### src/rtl/lmr_pkg.sv
// ----------------------------------------------------------------------------
// lmr_pkg
// Shared types, widths and helper functions of the lattice modular reduction
// unit.
// ----------------------------------------------------------------------------
package lmr_pkg;

    // wide enough for twice the largest supported modulus
    localparam int MOD_W  = 24;
    localparam int TQ_W   = 33;
    localparam int MB_W   = MOD_W + 1;
    localparam int PROD_W = TQ_W + MB_W;

    typedef enum logic [2:0] {
        KIND_MONT = 3'd0,
        KIND_CRED = 3'd1,
        KIND_ADDQ = 3'd2,
        KIND_FRZ  = 3'd3,
        KIND_RED2 = 3'd4,
        KIND_ADD2 = 3'd5,
        KIND_FRZ2 = 3'd6
    } kind_t;

    // unused kind code, result is zero
    localparam logic [2:0] KIND_UNUSED = 3'd7;

    typedef struct packed {
        kind_t                     kind;
        logic [63:0]               value;
        logic signed [PROD_W-1:0]  prod;
    } prod_item_t;

    // inverse of an odd q modulo 2^32 by newton iteration
    function automatic logic [31:0] qinv_of(input logic [31:0] q);
        logic [31:0] x;
        x = q;
        for (int i = 0; i < 5; i++) begin
            x = x * (32'd2 - q * x);
        end
        return x;
    endfunction

endpackage

### src/rtl/lmr_mul_front.sv
// ----------------------------------------------------------------------------
// lmr_mul_front
// Two multiplier stages: the first forms t for montgomery or the reciprocal
// quotient estimate, the second multiplies that by the modulus.
// ----------------------------------------------------------------------------
module lmr_mul_front import lmr_pkg::*; #(
    parameter int MODULUS = 64513
) (
    input  logic        aclk,
    input  logic        aresetn,
    input  logic        in_valid,
    output logic        in_ready,
    input  kind_t       in_kind,
    input  logic [63:0] in_value,
    output logic        out_valid,
    input  logic        out_ready,
    output prod_item_t  out_item
);

    localparam logic [MOD_W-1:0] MOD_Q    = MOD_W'(MODULUS);
    localparam logic [MOD_W-1:0] MOD_DQ   = MOD_W'(2 * MODULUS);
    localparam logic [31:0]      QINV     = qinv_of(32'(MODULUS));
    localparam logic [31:0]      RECIP_Q  = 32'(64'h1_0000_0000 / MODULUS);
    localparam logic [31:0]      RECIP_DQ = 32'(64'h1_0000_0000 / (2 * MODULUS));

    logic                     valid_a_reg;
    kind_t                    kind_a_reg;
    logic [63:0]              value_a_reg;
    logic [63:0]              p1_a_reg;
    logic [63:0]              p1_next;
    logic                     valid_b_reg;
    prod_item_t               item_b_reg;
    prod_item_t               item_b_next;
    logic                     ready_a;
    logic                     ready_b;
    logic                     dq_in;
    logic                     dq_a;
    logic [31:0]              m1_a;
    logic [31:0]              m1_b;
    logic signed [TQ_W-1:0]   t_op;
    logic signed [MB_W-1:0]   m_op;

    assign ready_b  = !valid_b_reg || out_ready;
    assign ready_a  = !valid_a_reg || ready_b;
    assign in_ready = ready_a;

    // stage a: first product
    always_comb begin
        dq_in = (in_kind == KIND_RED2) || (in_kind == KIND_ADD2) || (in_kind == KIND_FRZ2);
        if (in_kind == KIND_MONT) begin
            m1_a = in_value[31:0];
            m1_b = QINV;
        end else begin
            m1_a = {~in_value[31], in_value[30:0]};
            m1_b = dq_in ? RECIP_DQ : RECIP_Q;
        end
        p1_next = 64'(m1_a) * 64'(m1_b);
    end

    // stage b: product with the modulus
    always_comb begin
        dq_a = (kind_a_reg == KIND_RED2) || (kind_a_reg == KIND_ADD2)
            || (kind_a_reg == KIND_FRZ2);
        if (kind_a_reg == KIND_MONT) begin
            t_op = {p1_a_reg[31], p1_a_reg[31:0]};
            m_op = {1'b0, MOD_Q};
        end else begin
            t_op = {1'b0, p1_a_reg[63:32]};
            m_op = {1'b0, dq_a ? MOD_DQ : MOD_Q};
        end
        item_b_next.kind  = kind_a_reg;
        item_b_next.value = value_a_reg;
        item_b_next.prod  = t_op * m_op;
    end

    always_ff @(posedge aclk) begin
        if (!aresetn) begin
            valid_a_reg <= 1'b0;
            valid_b_reg <= 1'b0;
        end else begin
            if (ready_a) begin
                valid_a_reg <= in_valid;
            end
            if (ready_b) begin
                valid_b_reg <= valid_a_reg;
            end
        end
    end

    always_ff @(posedge aclk) begin
        if (ready_a && in_valid) begin
            kind_a_reg  <= in_kind;
            value_a_reg <= in_value;
            p1_a_reg    <= p1_next;
        end
        if (ready_b && valid_a_reg) begin
            item_b_reg <= item_b_next;
        end
    end

    assign out_valid = valid_b_reg;
    assign out_item  = item_b_reg;

endmodule

### src/rtl/lmr_reduce_back.sv
// ----------------------------------------------------------------------------
// lmr_reduce_back
// Remainder correction, range mapping and result selection, with the
// output register.
// ----------------------------------------------------------------------------
module lmr_reduce_back import lmr_pkg::*; #(
    parameter int MODULUS = 64513
) (
    input  logic        aclk,
    input  logic        aresetn,
    input  logic        in_valid,
    output logic        in_ready,
    input  prod_item_t  in_item,
    output logic        out_valid,
    input  logic        out_ready,
    output logic [31:0] out_result
);

    localparam logic [MOD_W-1:0] MOD_Q   = MOD_W'(MODULUS);
    localparam logic [MOD_W-1:0] MOD_DQ  = MOD_W'(2 * MODULUS);
    localparam logic [MOD_W-1:0] OFS_Q   = MOD_W'(64'h8000_0000 % MODULUS);
    localparam logic [MOD_W-1:0] OFS_DQ  = MOD_W'(64'h8000_0000 % (2 * MODULUS));

    logic              valid_c_reg;
    kind_t             kind_c_reg;
    logic [31:0]       a_c_reg;
    logic [31:0]       mont_c_reg;
    logic [MOD_W-1:0]  rem_c_reg;
    logic [31:0]       mont_next;
    logic [MOD_W-1:0]  rem_next;
    logic              valid_d_reg;
    logic [31:0]       result_reg;
    logic [31:0]       result_next;
    logic              ready_c;
    logic              ready_d;
    logic              dq_b;
    logic              dq_c;
    logic [63:0]       prod_ext;
    logic [MOD_W:0]    m_b;
    logic [MOD_W:0]    rem_raw;
    logic [MOD_W:0]    m_c;
    logic [MOD_W:0]    diff;
    logic [MOD_W:0]    red;
    logic [MOD_W:0]    top;
    logic [MOD_W:0]    cent;
    logic [31:0]       addneg;

    assign ready_d  = !valid_d_reg || out_ready;
    assign ready_c  = !valid_c_reg || ready_d;
    assign in_ready = ready_c;

    // stage c: montgomery high word and remainder below m
    always_comb begin
        dq_b = (in_item.kind == KIND_RED2) || (in_item.kind == KIND_ADD2)
            || (in_item.kind == KIND_FRZ2);
        m_b       = {1'b0, dq_b ? MOD_DQ : MOD_Q};
        prod_ext  = {{(64-PROD_W){in_item.prod[PROD_W-1]}}, in_item.prod};
        mont_next = in_item.value[63:32] - prod_ext[63:32];
        rem_raw   = in_item.value[MOD_W:0] - in_item.prod[MOD_W:0];
        if (rem_raw >= m_b) begin
            rem_next = rem_raw[MOD_W-1:0] - m_b[MOD_W-1:0];
        end else begin
            rem_next = rem_raw[MOD_W-1:0];
        end
    end

    // stage d: undo the sign offset, map to range, select
    always_comb begin
        dq_c = (kind_c_reg == KIND_RED2) || (kind_c_reg == KIND_ADD2)
            || (kind_c_reg == KIND_FRZ2);
        m_c  = {1'b0, dq_c ? MOD_DQ : MOD_Q};
        diff = {1'b0, rem_c_reg} - {1'b0, dq_c ? OFS_DQ : OFS_Q};
        red  = diff[MOD_W] ? diff + m_c : diff;
        top  = (kind_c_reg == KIND_RED2) ? {1'b0, MOD_Q} : {2'b00, MOD_Q[MOD_W-1:1]};
        cent = (red > top) ? red - m_c : red;
        addneg = a_c_reg[31] ? a_c_reg + {{(31-MOD_W){1'b0}}, m_c} : a_c_reg;
        case (kind_c_reg)
            KIND_MONT: result_next = mont_c_reg;
            KIND_CRED,
            KIND_RED2: result_next = {{(31-MOD_W){cent[MOD_W]}}, cent};
            KIND_FRZ,
            KIND_FRZ2: result_next = {{(31-MOD_W){1'b0}}, red};
            KIND_ADDQ,
            KIND_ADD2: result_next = addneg;
            default:   result_next = 32'd0;
        endcase
    end

    always_ff @(posedge aclk) begin
        if (!aresetn) begin
            valid_c_reg <= 1'b0;
            valid_d_reg <= 1'b0;
        end else begin
            if (ready_c) begin
                valid_c_reg <= in_valid;
            end
            if (ready_d) begin
                valid_d_reg <= valid_c_reg;
            end
        end
    end

    always_ff @(posedge aclk) begin
        if (ready_c && in_valid) begin
            kind_c_reg <= in_item.kind;
            a_c_reg    <= in_item.value[31:0];
            mont_c_reg <= mont_next;
            rem_c_reg  <= rem_next;
        end
        if (ready_d && valid_c_reg) begin
            result_reg <= result_next;
        end
    end

    assign out_valid  = valid_d_reg;
    assign out_result = result_reg;

endmodule

### src/rtl/lattice_modular_reduction_unit.sv
// ----------------------------------------------------------------------------
// lattice_modular_reduction_unit
// Montgomery, centered, conditional-add and freeze reduction of coefficients.
// ----------------------------------------------------------------------------
// usage
//   input channel: s_tdata carries the 64-bit signed operand, s_tuser the
//   operation kind (0 montgomery, 1 center reduce, 2 add q, 3 freeze,
//   4 reduce 2q, 5 add 2q, 6 freeze 2q, 7 gives zero)
//   output channel: m_tdata carries the 32-bit signed coefficient, one item
//   out for every item in, in order
//   pipeline: four register stages (two multiplier stages,
//   remainder correction, output register)
//   throughput: one item per cycle while m_tready stays high
//   reset: aresetn low at a clock edge empties the pipeline; no other state
//   stall: when m_tready is low the result holds, earlier empty stages keep
//   filling, and s_tready drops once every stage holds an item
// ----------------------------------------------------------------------------
module lattice_modular_reduction_unit import lmr_pkg::*; #(
    parameter int MODULUS = 64513
) (
    input  logic        aclk,
    input  logic        aresetn,
    input  logic        s_tvalid,
    output logic        s_tready,
    input  logic [63:0] s_tdata,   // value
    input  logic [2:0]  s_tuser,   // kind
    output logic        m_tvalid,
    input  logic        m_tready,
    output logic [31:0] m_tdata    // result
);

    logic       mid_valid;
    logic       mid_ready;
    prod_item_t mid_item;

    lmr_mul_front #(
        .MODULUS (MODULUS)
    ) u_front (
        .aclk      (aclk),
        .aresetn   (aresetn),
        .in_valid  (s_tvalid),
        .in_ready  (s_tready),
        .in_kind   (kind_t'(s_tuser)),
        .in_value  (s_tdata),
        .out_valid (mid_valid),
        .out_ready (mid_ready),
        .out_item  (mid_item)
    );

    lmr_reduce_back #(
        .MODULUS (MODULUS)
    ) u_back (
        .aclk       (aclk),
        .aresetn    (aresetn),
        .in_valid   (mid_valid),
        .in_ready   (mid_ready),
        .in_item    (mid_item),
        .out_valid  (m_tvalid),
        .out_ready  (m_tready),
        .out_result (m_tdata)
    );

endmodule

### config.mk
export PLATFORM = sky130hd
export DESIGN_NAME = lattice_modular_reduction_unit
export DESIGN_NICKNAME = d
export VERILOG_FILES = /design/src/rtl/lmr_pkg.sv /design/src/rtl/lmr_mul_front.sv /design/src/rtl/lmr_reduce_back.sv /design/src/rtl/lattice_modular_reduction_unit.sv
export SDC_FILE = /design/constraint.sdc
export NUM_CORES = 2
export LEC_CHECK = 0
export ABC_AREA = 1
export BUFFER_PORTS_ARGS = -buffer_cell sky130_fd_sc_hd__buf_2
export CAP_MARGIN = 10
export CORE_MARGIN = 4
export CORE_UTILIZATION = 35
export DETAILED_ROUTE_END_ITERATION = 7
export PLACE_DENSITY = 0.57
export SLEW_MARGIN = 20
export SYNTH_ARGS = -nofsm -noshare
export SYNTH_HDL_FRONTEND = slang
export SYNTH_HIERARCHICAL = 1
export SYNTH_SLANG_ARGS = --single-unit
export TNS_END_PERCENT = 100
### constraint.sdc
create_clock -name aclk -period 13.76 [get_ports aclk]
set_clock_uncertainty 0.2 [all_clocks]
set_input_delay 0 -clock aclk [delete_from_list [all_inputs] [get_ports aclk]]
set_output_delay 0 -clock aclk [all_outputs]
set_load 0.02 [all_outputs]
Word-level counts from Yosys, hierarchy flattened
Index checks and enable logic that the tools add are counted.

storage, ports and cells
  register bits after elaboration = 383
  bits of input ports = 71
  output and inout port bits = 34
  word-level logic and storage cells = 83

cells by class
  add/sub/neg operators = 7
  multipliers = 2
  magnitude comparators = 2
  equality and inequality tests = 15
  mux-type cells = 15
  bitwise gates (word level) = 1
  reductions and logical operators = 26

operators with widths
  operator              count
  $pmux W32 S4          1
  $mux W32              3
  $mux W17              5
  $mul A32 B32 Y64      1
  $mul A33 B25 Y58      1
  $mux W25              2
  $mux W24              2
  $eq A3 B3 Y1 const B  12
  $mux W33              1
  $add A32 B24 Y32      1
  $sub A32 B32 Y32      1
  $add A25 B24 Y25      1
  $ge A25 B24 Y1        1
  $gt A25 B25 Y1        1
  $sub A24 B24 Y25      1
  $sub A25 B24 Y25      1
  $sub A25 B25 Y25      1
  $sub A24 B24 Y24      1
  $mux W16              1
  $logic_or A1 B1 Y1    12
  $logic_not A3 Y1      3
  $eq A3 B2 Y1 const B  2
  $reduce_or A2 Y1      3
  $logic_and A1 B1 Y1   4
  3 further kinds       6

Logic depth before layout (Yosys ltp)
  depth after elaboration = 10
  depth in mapped cells = 34

By module
Netlist, hierarchy kept.

modules (own cells, without submodules)
  module           instances  cells each  area each (um^2)
  lmr_mul_front    1          4598        39998.4
  lmr_reduce_back  1          1786        12542.0

Worst setup path after synthesis
Ideal clock, no wire load.

  path kind = register to register
  start point = reg u_back.valid_d_reg (netlist: u_back/out_valid)
  end point = reg u_front.item_b_reg, in the netlist u_front/out_item[0], enable pin
  library setup time = 633 ps
  data arrival time = 6291 ps
  required time = 12927 ps
  setup slack = 6636 ps
  cell stages (with the launch flop) = 4
  buffers on the path = 0
  cells stage by stage = dfxtp_1 > nand3_1 > inv_1 > a21oi_1

on the way
  cells in the longest elaborated chain, start to end = 5

RTL lines
  element                 RTL line                              source
  start, declared         lmr_reduce_back.sv:31                 logic valid_d_reg;
  start signal, assigned  lmr_reduce_back.sv:98                 valid_d_reg <= valid_c_reg;
  $logic_not A1 Y1        lmr_reduce_back.sv:48                 assign ready_d = !valid_d_reg || out_ready;
  $logic_or A1 B1 Y1      lmr_reduce_back.sv:48
  $logic_or A1 B1 Y1      lmr_reduce_back.sv:49                 assign ready_c = !valid_c_reg || ready_d;
  via mid_ready           lattice_modular_reduction_unit.sv:33  logic mid_ready;
  $logic_or A1 B1 Y1      lmr_mul_front.sv:43                   assign ready_b = !valid_b_reg || out_ready;
  $logic_and A1 B1 Y1     lmr_mul_front.sv:96                   if (ready_b && valid_a_reg) begin
  end signal, assigned    lmr_mul_front.sv:97                   item_b_reg <= item_b_next;
  end, declared           lmr_mul_front.sv:32                   prod_item_t item_b_reg;

The timed path passes the listed nets, and every way through them passes these cells.
A chain may end at the register's enable or synchronous reset.

Worst setup path in the final report
  start point = in s_tuser[1]
  end point = reg u_front.p1_a_reg[59], data pin

on the way
  cells in the longest elaborated chain, start to end = 6
  elaborated cells between the ends (all ways) = 10
  those cells by class = mul (1); eq/ne (3); mux (3); reduce/logical (3)

RTL lines
  element                           RTL line                              source
  start, declared                   lattice_modular_reduction_unit.sv:26  input logic [2:0] s_tuser,
  $eq A3 B3 Y1                      lmr_mul_front.sv:49                   dq_in = (in_kind == KIND_RED2) || (in_kind == KIND_ADD2) || (in_kind == KIND_FRZ2);
  $logic_or A1 B1 Y1 (2 in series)  lmr_mul_front.sv:49
  $mux W17                          lmr_mul_front.sv:55                   m1_b = dq_in ? RECIP_DQ : RECIP_Q;
  $mux W32                          lmr_mul_front.sv:50                   if (in_kind == KIND_MONT) begin
  $mul A32 B32 Y64 *                lmr_mul_front.sv:57                   p1_next = 64'(m1_a) * 64'(m1_b);
  via u_front.p1_next[59]           lmr_mul_front.sv:30                   logic [63:0] p1_next;
  end signal, assigned              lmr_mul_front.sv:94                   p1_a_reg <= p1_next;
  end, declared                     lmr_mul_front.sv:29                   logic [63:0] p1_a_reg;

Mark *: on every way through the listed nets, which the timed path passes. The rest lies on a longest branch.

==> summary.md <==
| Metric | Value |
|---|---|
| Clock tree buffer depth | 3 |
| Initial DRC count | 2,945 |
| Final nets | 7,988 |
| Worst setup EP type | register |
| RSZ-0062 raised after global routing | no |
| Syn_area_per_cell | 8.21 µm² |
| Worst slew pin tran | 1.02 ns |
| Largest net degree at the start of global routing | 78 |
| GPL Wtd Cong | 0.948 |
| Slowest cell delay on critical path | 0.87 ns |
| Initial core utilization | 0.353 |
| Worst Path Arrival | 9.09 ns |
| Root buffer cell | clkbuf_16 |
| Final worst-path cycle share | 0.650 |
| Final Hold Viols | 0 |
| Mapped Area | 0.0522 mm² |
| CTS Buf Count | 46 |
| WL per Instance | 18.6 µm |
| Global-route wire length before repair | 246,000 µm |
| Status | finished clean |
| Area growth from synthesis to layout | 10.5% |
| Final setup fails | 0 |
| Die area | 0.155 mm² |
| Slew margin rel. | 0.315 |
| Period minus WS final | 8.94 ns |
| Max stage delay cell, worst path | nor2_1 |
| Vias in the first global route | 41,552 |
| Total number of vias | 40,928 |
| Maximum clock frequency | between 100 and 150 MHz |
| Crit Path Class | input port to register |
| First-pass DRT Iterations | 8 |
| Reg clk slew, reported paths | 0.06 ns |
| GRT overflow | 0 |
| CP Max Fanout | 46 |
| Share of layout cells above drive strength 1 | 0.0584 |
| Final core occ | 0.390 |
| Initial antenna violation count | 9 |
| Clock latency on the worst-skew pair | about 0.6 ns |
| Die Width | approximately 400 µm |
| Number of synthesis warnings | 6 |
| Fin. max-slew vios | 0 |
| Post-DRT Antenna Nets | 0 |
| Post-detail-place hpwl | between 100,000 and 150,000 µm |
| Critical path required time | 13.91 ns |
| DRC errors left | 0 |
| Delay-heaviest family, CP | adder cells |
| Row count | 141 |
| Worst Hold Class | input port to register |
| Postcts setup bufs | 0 |
| Vias/cell | approximately 4.8 |
| All-layer global routing usage | 0.205 |
| Io pins | approximately 110 |
| Setup_tns | 0 ns |
| Port bufs | 104 |
| Total of max-cap violations | 0 |
| Drt total wl | approximately 160,000 µm |
| Max reg flops | 111 |
| CTS Sinks | about 370 |
| CP Buf/Inv Count | 9 |
| H-tree Lvls | 2 |
| Critical path startpoint category | input port |
| Synthesized instance count | 6,357 |
| CP dominant cell by count | fa_1 |
| Die Height | 394 µm |
| Core area | 0.148 mm² |
| TritonCTS clock tree | built |
[layout by cell type (no fill, tap or decap), types with 105 or more instances in the layout]
cell type      instances
a21oi_1              193
dlygate4sd3_1        105
edfxtp_1             364
fa_1                 568
ha_1                 752
inv_1               1674
nand2_1             1293
nand3_1              232
nor2_1               519
o21ai_0              119
xor2_1               120
[per-stage QoR]
stage	hold slack (ns)	std cells	worst slack, ns	cell area [µm²]
after floorplan	-0.101	6371	6.99	52300
after global placement	-0.0231	8373	4.84	55100
after detailed placement	-0.0216	8373	4.83	55100
after CTS	0.00350	8559	4.92	57700
after global routing	0.0137	8560	4.46	57700
final	0.0431	8562	4.82	57700
[area by class of cell]
class                   instances  area, µm²
well taps                    1930       2410
fillers                     15167      90300
clock inverters                27        285
inverters                    1697       6380
clock buffers                  54       1200
flip-flops and latches        368      11000
repair buffers                235       1790
multi-input cells            4249      34600
diodes                          2       5.00
[final timing paths]
kind                              startpoint                              end  slack, ns  cells past startpoint
min reg2reg   u_front/out_item[88]$_DFFE_PP_     u_back/a_c_reg[30]$_DFFE_PP_       0.22                      0
max                               s_tuser[1]   u_front/p1_a_reg[59]$_DFFE_PP_       4.82                     29
max reg2reg  u_front/kind_a_reg[1]$_DFFE_PP_   u_front/out_item[42]$_DFFE_PP_       5.77                     27
min                               s_tuser[0]  u_front/kind_a_reg[0]$_DFFE_PP_       0.04                      2
[what timing repair did]
item,CTS,global route
endpoints found under the hold margin,132,0
gates resized for setup,0,0
hold buffers,105,0
[layer usage]
layer | GRT usage | part of all wire | up-vias
met1 | 0.281 | 0.45 | 19763
met4 | 0.0517 | 0.028 | 0
met2 | 0.343 | 0.47 | 1003
met5 | 0 | 0 | -
met3 | 0.0248 | 0.055 | 158
li1 | - | - | 20004
Power is left out: the tool's default activity adds up to more than one toggle a clock period on the data nets, which glitch-free logic cannot reach.
